## src/hw/rtl/assert_macros.svh

```systemverilog
// ----------------------------------------------------------------------------
// Assertion macros
// Shared concurrent assertion wrappers; define NO_ASSERTIONS to drop them.
// ----------------------------------------------------------------------------
`ifndef ASSERT_MACROS_SVH
`define ASSERT_MACROS_SVH

`ifndef NO_ASSERTIONS

// Check a property on every rising clock edge outside reset.
`define ASSERT_PROP(label, clk, rst_n, prop, msg) \
  label: assert property (@(posedge clk) disable iff (!rst_n) (prop)) else $error(msg);

// Check that a condition never holds outside reset.
`define ASSERT_NEVER(label, clk, rst_n, cond, msg) \
  label: assert property (@(posedge clk) disable iff (!rst_n) !(cond)) else $error(msg);

`else

`define ASSERT_PROP(label, clk, rst_n, prop, msg)
`define ASSERT_NEVER(label, clk, rst_n, cond, msg)

`endif

`endif

```

## src/hw/rtl/msp_pkg.sv

```systemverilog
// ----------------------------------------------------------------------------
// MSP request frame parser package
// Frame constants and sequencer states.
// ----------------------------------------------------------------------------
`timescale 1ns / 1ps

package msp_pkg;

  // Header bytes of a request frame.
  localparam logic [7:0] SYNC_DOLLAR = 8'h24;
  localparam logic [7:0] SYNC_M      = 8'h4D;
  localparam logic [7:0] SYNC_REQ    = 8'h3C;

  // Frame positions, counted as bytes held after the current one is stored.
  localparam int unsigned POS_DOLLAR   = 1;
  localparam int unsigned POS_M        = 2;
  localparam int unsigned POS_REQ      = 3;
  localparam int unsigned POS_SIZE     = 4;
  localparam int unsigned POS_CMD      = 5;
  localparam int unsigned HDR_AND_TAIL = 6;

  // Store address of the first payload byte.
  localparam int unsigned PAYLOAD_OFS = 5;

  // Width of the frame length compare (size byte plus header and tail).
  localparam int unsigned CMP_W = 9;

  typedef enum logic [1:0] {
    ST_IDLE,
    ST_READ,
    ST_SEND
  } msp_state_e;

endpackage

```

## src/hw/rtl/msp_request_frame_parser_unit.sv

```systemverilog
// ----------------------------------------------------------------------------
// MSP request frame parser
// Recognizes '$' 'M' '<' size cmd payload checksum frames and emits payloads.
// ----------------------------------------------------------------------------
// Usage:
//   Input channel (in_valid_i / in_ready_o / rx_byte_i) takes one received
//   serial byte per beat. Every byte is written to the frame store at the
//   current frame position and, from the size byte on, folded into the
//   running XOR checksum by the one shared XOR unit; a byte that breaks
//   the header is dropped. When the last byte of a frame with a zero
//   checksum arrives, the block drops in_ready_o and a small sequencer
//   walks the payload in the store: a read step reads a byte from the
//   store port, then one beat goes out on the result channel. A frame of
//   N payload bytes gives N beats, with last_o on the final beat, before
//   input is taken again. An empty payload gives one beat with has_data_o
//   low and last_o high. Input bytes that do not end a good frame are
//   taken without a stall.
//   A stall on out_ready_i holds the result beat and keeps input blocked.
//   Frames whose size byte is BUF_BYTES-6 or more never complete: the frame
//   is dropped when the store fills. Bad frames are dropped silently.
//   Reset clears frame position, checksum and sequencer; the store itself
//   is never cleared, since only bytes of the current frame are read.
// ----------------------------------------------------------------------------
`timescale 1ns / 1ps

`include "assert_macros.svh"

module msp_request_frame_parser_unit #(
  parameter int unsigned BUF_BYTES = 64
) (
  input  logic       clk_i,
  input  logic       rst_ni,
  // Received bytes
  input  logic       in_valid_i,
  output logic       in_ready_o,
  input  logic [7:0] rx_byte_i,
  // Result beats
  output logic       out_valid_o,
  input  logic       out_ready_i,
  output logic [7:0] command_o,
  output logic [5:0] payload_size_o,
  output logic       has_data_o,
  output logic [7:0] data_byte_o,
  output logic [5:0] byte_index_o,
  output logic       last_o
);

  import msp_pkg::*;

  localparam int unsigned POS_W = $clog2(BUF_BYTES);

  msp_state_e state_q, state_d;

  logic [POS_W-1:0] pos_q, pos_d;     // bytes held of the current frame
  logic [7:0]       chk_q, chk_d;     // running XOR from the size byte on
  logic [7:0]       size_q, size_d;
  logic [7:0]       cmd_q, cmd_d;
  logic [POS_W-1:0] idx_q, idx_d;     // payload index being emitted
  logic             has_q, has_d;
  logic             last_q, last_d;
  logic [7:0]       rd_data_q;

  logic [7:0]       frame_mem [BUF_BYTES];

  logic             in_beat;
  logic             out_beat;
  logic [POS_W:0]   pos_inc;
  logic [POS_W:0]   pos_new;
  logic             hdr_bad;
  logic             wrap;
  logic [7:0]       chk_new;
  logic             frame_done;
  logic [POS_W:0]   rd_sum;
  logic [POS_W-1:0] rd_addr;

  assign in_ready_o  = (state_q == ST_IDLE);
  assign out_valid_o = (state_q == ST_SEND);
  assign in_beat     = in_valid_i && in_ready_o;
  assign out_beat    = out_valid_o && out_ready_i;

  // Position after the incoming byte, with header and buffer-full checks.
  assign pos_inc = {1'b0, pos_q} + (POS_W+1)'(1);
  assign hdr_bad = ((pos_inc == (POS_W+1)'(POS_DOLLAR)) && (rx_byte_i != SYNC_DOLLAR)) ||
                   ((pos_inc == (POS_W+1)'(POS_M))      && (rx_byte_i != SYNC_M))      ||
                   ((pos_inc == (POS_W+1)'(POS_REQ))    && (rx_byte_i != SYNC_REQ));
  assign wrap    = (pos_inc >= (POS_W+1)'(BUF_BYTES));
  assign pos_new = (hdr_bad || wrap) ? '0 : pos_inc;

  // Shared XOR unit: restart on the size byte, fold in every later byte.
  assign chk_new = (pos_new == (POS_W+1)'(POS_SIZE)) ? rx_byte_i : (chk_q ^ rx_byte_i);

  // Frame ends when the position reaches size + header + checksum.
  assign frame_done = (pos_new >= (POS_W+1)'(HDR_AND_TAIL)) &&
                      (CMP_W'(pos_new) == (CMP_W'(size_q) + CMP_W'(HDR_AND_TAIL)));

  // Store address of the payload byte being emitted.
  assign rd_sum  = {1'b0, idx_q} + (POS_W+1)'(PAYLOAD_OFS);
  assign rd_addr = rd_sum[POS_W-1:0];

  always_ff @(posedge clk_i or negedge rst_ni) begin
    if (!rst_ni) begin
      state_q <= ST_IDLE;
      pos_q   <= '0;
      chk_q   <= '0;
    end else begin
      state_q <= state_d;
      pos_q   <= pos_d;
      chk_q   <= chk_d;
    end
  end

  always_ff @(posedge clk_i) begin
    size_q <= size_d;
    cmd_q  <= cmd_d;
    idx_q  <= idx_d;
    has_q  <= has_d;
    last_q <= last_d;
  end

  // Frame store: write each accepted byte, read one payload byte per read step.
  always_ff @(posedge clk_i) begin
    if (in_beat) begin
      frame_mem[pos_q] <= rx_byte_i;
    end
    if (state_q == ST_READ) begin
      rd_data_q <= frame_mem[rd_addr];
    end
  end

  always_comb begin
    state_d = state_q;
    pos_d   = pos_q;
    chk_d   = chk_q;
    size_d  = size_q;
    cmd_d   = cmd_q;
    idx_d   = idx_q;
    has_d   = has_q;
    last_d  = last_q;

    unique case (state_q)
      ST_IDLE: begin
        if (in_beat) begin
          if (pos_new >= (POS_W+1)'(POS_SIZE)) begin
            chk_d = chk_new;
          end
          if (pos_new == (POS_W+1)'(POS_SIZE)) begin
            size_d = rx_byte_i;
          end
          if (pos_new == (POS_W+1)'(POS_CMD)) begin
            cmd_d = rx_byte_i;
          end
          if (frame_done) begin
            pos_d = '0;
            idx_d = '0;
            if (chk_new == 8'h00) begin
              if (size_q == 8'h00) begin
                // Empty payload: one beat without data.
                has_d   = 1'b0;
                last_d  = 1'b1;
                state_d = ST_SEND;
              end else begin
                has_d   = 1'b1;
                state_d = ST_READ;
              end
            end
          end else begin
            pos_d = pos_new[POS_W-1:0];
          end
        end
      end
      ST_READ: begin
        last_d  = ((CMP_W'(idx_q) + CMP_W'(1)) == CMP_W'(size_q));
        state_d = ST_SEND;
      end
      ST_SEND: begin
        if (out_beat) begin
          if (last_q) begin
            state_d = ST_IDLE;
          end else begin
            idx_d   = idx_q + POS_W'(1);
            state_d = ST_READ;
          end
        end
      end
      default: begin
        state_d = ST_IDLE;
      end
    endcase
  end

  assign command_o      = cmd_q;
  assign payload_size_o = size_q[5:0];
  assign has_data_o     = has_q;
  assign data_byte_o    = has_q ? rd_data_q : 8'h00;
  assign byte_index_o   = 6'(idx_q);
  assign last_o         = last_q;

  `ASSERT_NEVER(a_no_overlap, clk_i, rst_ni, in_ready_o && out_valid_o, "input taken while result pending")
  `ASSERT_PROP(a_read_then_send, clk_i, rst_ni, (state_q == ST_READ) |=> out_valid_o, "read step not followed by a result beat")
  `ASSERT_PROP(a_last_ends_frame, clk_i, rst_ni, (out_beat && last_o) |=> in_ready_o, "input not resumed after last beat")
  `ASSERT_PROP(a_empty_is_last, clk_i, rst_ni, (out_valid_o && !has_data_o) |-> (last_o && (byte_index_o == 6'd0) && (data_byte_o == 8'h00)), "empty payload beat malformed")

endmodule
```

## config.mk

```make
export PLATFORM = sky130hd
export DESIGN_NAME = msp_request_frame_parser_unit
export DESIGN_NICKNAME = d
export VERILOG_FILES = /design/src/hw/rtl/msp_pkg.sv /design/src/hw/rtl/msp_request_frame_parser_unit.sv
export VERILOG_INCLUDE_DIRS = /design/src /design/src/hw/rtl
export SDC_FILE = /design/constraint.sdc
export NUM_CORES = 1
export LEC_CHECK = 0
export BUFFER_PORTS_ARGS = -buffer_cell sky130_fd_sc_hd__clkbuf_2
export CAP_MARGIN = 25
export CORE_MARGIN = 8
export CORE_UTILIZATION = 55
export CTS_CLUSTER_DIAMETER = 60
export DETAILED_ROUTE_END_ITERATION = 6
export PLACE_DENSITY_LB_ADDON = 0.1
export RECOVER_POWER = 50
export SYNTH_ARGS = -nofsm -noshare
export SYNTH_HDL_FRONTEND = slang
export SYNTH_SLANG_ARGS = --single-unit
```

## constraint.sdc

```tcl
create_clock -name clk_i -period 4.25 [get_ports clk_i]
set_clock_uncertainty 0.2 [all_clocks]
set_input_delay 0.2125 -clock clk_i [delete_from_list [all_inputs] [get_ports clk_i]]
set_output_delay 0.2125 -clock clk_i [all_outputs]
set_load 0.01 [all_outputs]
```

==> impl_metrics.prom <==
# TYPE chip_impl_metric gauge
chip_impl_metric{name="area_growth",unit="%"} 13.9
chip_impl_metric{name="setup.reg_to_reg.worst_slack",unit="ns"} 0.53
chip_impl_metric{name="leakagePower",unit="uW"} 0.00814
chip_impl_metric{name="clk_pin_slew",unit="ns"} 0.06
chip_impl_info{name="grt_setup_unrepaired",value="no"} 1
chip_impl_info{name="worstSetupEndpointType",value="flip-flop"} 1
chip_impl_metric{name="std_cell_rows",unit=""} 74
chip_impl_metric{name="crit_fanout",unit=""} 73
chip_impl_metric{name="report.final.hold_viol_count",unit=""} 0
chip_impl_metric{name="clock_tree.buffer_depth",unit=""} 3
chip_impl_metric{name="place.port_buffers",unit=""} 43
chip_impl_metric{name="die_y",unit="um"} 218
chip_impl_info{name="cell_by_cell_listing_of_the_critical_path",value="ha_1, buf_12, mux4_2, mux4_2, mux4_2"} 1
chip_impl_info{name="cts.root.buffer_cell",value="clkbuf_16"} 1
chip_impl_metric{name="final_min_period_over_clock_period",unit=""} 0.875
chip_impl_info{name="cts_tree",value="built"} 1
chip_impl_metric{name="syn_inst",unit=""} 1076
chip_impl_metric{name="dpl_worst_slack",unit="ns"} 0.883
chip_impl_metric{name="power.density_cell_area",unit="nW/um^2"} 480
chip_impl_info{name="highest_metal_layer_used_by_the_detailed_router",value="met4"} 1
chip_impl_metric{name="cts-resized-gates",unit=""} 0
chip_impl_info{name="post-synth-top-area-cell",value="edfxtp_1"} 1
chip_impl_info{name="cp-startpoint",value="byte_index_o[0]$_SDFFCE_PN0P_"} 1
chip_impl_metric{name="antenna_found_initial",unit=""} 4
chip_impl_info{name="synth-main-ff-cell",value="edfxtp_1"} 1
chip_impl_info{name="layout_common_cells",value="edfxtp_1, mux4_2, nor2_1"} 1
chip_impl_metric{name="dieArea",unit="sq um"} 47500
chip_impl_metric{name="grt_start_max_net_pins",unit=""} 74
chip_impl_metric{name="drt-wirelength-per-cell",unit="um"} 28.5
chip_impl_metric{name="cp.arrival",unit="ns"} 3.85
chip_impl_metric{name="multiInputGateArea",unit="sq um"} 5390
chip_impl_metric{name="detail_route.vias_per_cell",unit=""} 6.21
chip_impl_metric{name="setup-violations-final",unit=""} 0
chip_impl_metric{name="wl_met2",unit="um"} 24000
chip_impl_metric{name="post-route-worst-setup-slack",unit="ns"} 0.531
chip_impl_info{name="hold_path.class",value="in2reg"} 1
chip_impl_metric{name="cts_setup_buffers",unit=""} 0
chip_impl_metric{name="async_reset_ff_frac",unit=""} 0.0286
chip_impl_info{name="rr_startpoint",value="byte_index_o[0]$_SDFFCE_PN0P_"} 1
chip_impl_metric{name="relative_max_transition_margin",unit=""} -1.07
chip_impl_metric{name="seq_area_frac_synth",unit=""} 0.746
chip_impl_metric{name="synthesis.area",unit="sq um"} 22400
chip_impl_metric{name="r2r_cells",unit=""} 5
chip_impl_metric{name="drive_gt1_frac",unit=""} 0.269
chip_impl_metric{name="drv.max_cap_violation_count",unit=""} 3
chip_impl_info{name="cp_common_cell",value="mux4_2"} 1
chip_impl_metric{name="flip_flop_and_latch_count_after_synthesis",unit=""} 560
chip_impl_metric{name="yosys.area.top_type_share",unit=""} 0.728
chip_impl_metric{name="gp_congestion",unit=""} 0.808
chip_impl_metric{name="maximum_resistive_drop_on_vdd",unit="V"} 0.000430
chip_impl_info{name="failing_checks",value="capacitance limit, slew limit"} 1
chip_impl_metric{name="ys_types",unit=""} 48
chip_impl_info{name="critical_path.startpoint_type",value="flip-flop"} 1
chip_impl_metric{name="skew_pair_late_insertion_delay",unit="ns"} 0.61
chip_impl_info{name="synth.top_cells.by_area",value="edfxtp_1, mux4_2, dfrtp_1"} 1
chip_impl_metric{name="cts_inserted_buffers",unit=""} 57
chip_impl_metric{name="num_io_pins",unit=""} 44
chip_impl_info{name="crit_path_end",value="rd_data_q[7]$_DFFE_PN_"} 1
chip_impl_metric{name="critical-path-max-stage-delay",unit="ns"} 0.85
chip_impl_metric{name="drc_errors",unit=""} 0
chip_impl_metric{name="final_period_demand_of_the_worst_path",unit="ns"} 3.72
chip_impl_metric{name="maxSlewViolCount",unit=""} 198
chip_impl_metric{name="via_count_of_the_first_global_routing_pass",unit=""} 11300
chip_impl_metric{name="placeableCoreArea",unit="sq um"} 40600
chip_impl_info{name="leading_cell_type_in_the_layout_fill_and_taps_excluded",value="edfxtp_1"} 1
chip_impl_metric{name="max_freq",unit="GHz"} 0.269
chip_impl_metric{name="synth_nets",unit=""} 1094
chip_impl_info{name="run_status",value="finished, violations left"} 1
chip_impl_metric{name="grt_usage",unit=""} 0.218
chip_impl_metric{name="antenna_violating_nets_post_route",unit=""} 0
chip_impl_metric{name="drt_pass1_iterations",unit=""} 5
chip_impl_metric{name="synthesis.yosys.warnings",unit=""} 0
chip_impl_info{name="criticalPathCategory",value="reg2reg"} 1
chip_impl_metric{name="cts.sink_count",unit=""} 560
chip_impl_metric{name="post-dp-hpwl",unit="um"} 31000
chip_impl_metric{name="finalWirelength",unit="um"} 50400
chip_impl_metric{name="htree_levels",unit=""} 2
chip_impl_metric{name="routed-via-count",unit=""} 11000
chip_impl_metric{name="worst_ep_required_time",unit="ns"} 4.38
chip_impl_metric{name="first_iter_violations",unit=""} 1025
chip_impl_metric{name="final_nets",unit=""} 1206
chip_impl_metric{name="initial_utilization",unit=""} 0.553
chip_impl_metric{name="tightest_slew",unit="ns"} 3.10
chip_impl_metric{name="synth_edf_count",unit=""} 544
chip_impl_metric{name="postCtsHoldBufs",unit=""} 8
chip_impl_metric{name="layout.area.seq",unit="sq um"} 16700
chip_impl_metric{name="syn-mean-instance-area",unit="sq um"} 20.8
chip_impl_metric{name="fillerInstances",unit=""} 2804
chip_impl_metric{name="antenna-diode-count",unit=""} 0
chip_impl_metric{name="wl_met3",unit="um"} 3380
chip_impl_metric{name="fin_setup_tns",unit="ns"} 0
chip_impl_metric{name="grt_first_pass_wirelength",unit="um"} 75500
chip_impl_metric{name="globalRouteOverflowTotal",unit=""} 0
chip_impl_metric{name="drt-met1-wl",unit="um"} 21800
chip_impl_info{name="worst_path_max_delay_cell",value="ha_1"} 1
chip_impl_info{name="r2r_end",value="rd_data_q[7]$_DFFE_PN_"} 1
chip_impl_metric{name="die_width",unit="um"} 218
metrics by stage:
stage	utilization	cell area, sq um	power (uW)	cells	hold WS, ns
global placement	0.582	23600	7240	1653	-0.0285
floorplan	-	22400	6920	1076	-0.283
detailed placement	0.582	23600	7250	1653	-0.0259
global route	0.630	25500	12600	1768	0.0549
CTS	0.632	25600	12300	1768	0.00559
finish	0.630	25500	12300	1768	0.0417
Yosys cell counts, drive strengths merged (3+ instances only):
library cell and instances:
a211oi 4, a21oi 13, a311oi 8, a31oi 4, and2 14, and3 3
buf 28, clkbuf 33, dfrtp 16, edfxtp 544, ha 6, inv 8
mux4 168, nand2 26, nand2b 7, nand3 10, nand4 4, nor2 94
nor2b 4, nor3 7, nor4 5, o2111ai 3, o21ai 8, o31ai 4
or3 4, xnor2 17, xor2 12
cells by family after synthesis:
family                     count (synthesis)  share of synthesized area
AOI/OAI and AO/OA                         56                     0.0175
xor gates and xnor gates                  29                     0.0113
adders and majority gates                  6                    0.00335
buffers and inverters                     69                     0.0138
DFF                                      560                      0.746
muxes                                    170                      0.170
and+or+nand+nor                          186                     0.0381
worst min path at each step:
stage | cells after the start | slack, ns | to | from
5_1_grt | 4 | 0.05 | pos_q[1]$_DFFE_PN0P_ | in_valid_i
4_1_cts | 6 | 0.006 | pos_q[0]$_DFFE_PN0P_ | rx_byte_i[0]
3_3_place_gp | 1 | -0.03 | chk_q[4]$_DFFE_PN0P_ | rst_ni
2_1_floorplan | 0 | -0.28 | chk_q[0]$_DFFE_PN0P_ | rst_ni
3_5_place_dp | 1 | -0.03 | chk_q[1]$_DFFE_PN0P_ | rst_ni
6_report | 4 | 0.04 | pos_q[1]$_DFFE_PN0P_ | in_valid_i
area by class of cell:
cell class,instances,area share
well taps,532,0.0261
clock buffers,64,0.0577
multi-input cells,447,0.211
flip-flops and latches,560,0.655
inverters,8,0.00118
repair buffers,114,0.0311
clock inverters,43,0.0177
registers in the layout, indices dropped and copies added, names as in the netlist:
register      flops
chk_q             8
frame_mem       512
pos_q             6
state_q           2
command_o         8
byte_index_o      6
last_o            1
has_data_o        1
size_q            8
rd_data_q         8
report_power, final:
group | switching (uW) | internal (uW) | total [uW]
Clock | 2090 | 3040 | 5130
Sequential | 125 | 6230 | 6350
Combinational | 522 | 268 | 790
Total | 2740 | 9530 | 12300
critical path, delay by kind of cell (launching register included):
kind                     cells  cell delay [ns]
adder cells (fa/ha/maj)      1             0.85
buffers and inverters        1             0.45
flip-flops                   1             0.44
multiplexers                 3             1.43
layer usage:
metal	vias to the layer above	track usage
met5	-	0
met4	0	0.0643
met3	78	0.0331
li1	4677	-
met1	5789	0.321
met2	428	0.339
Power figures use the tool's default switching activity.
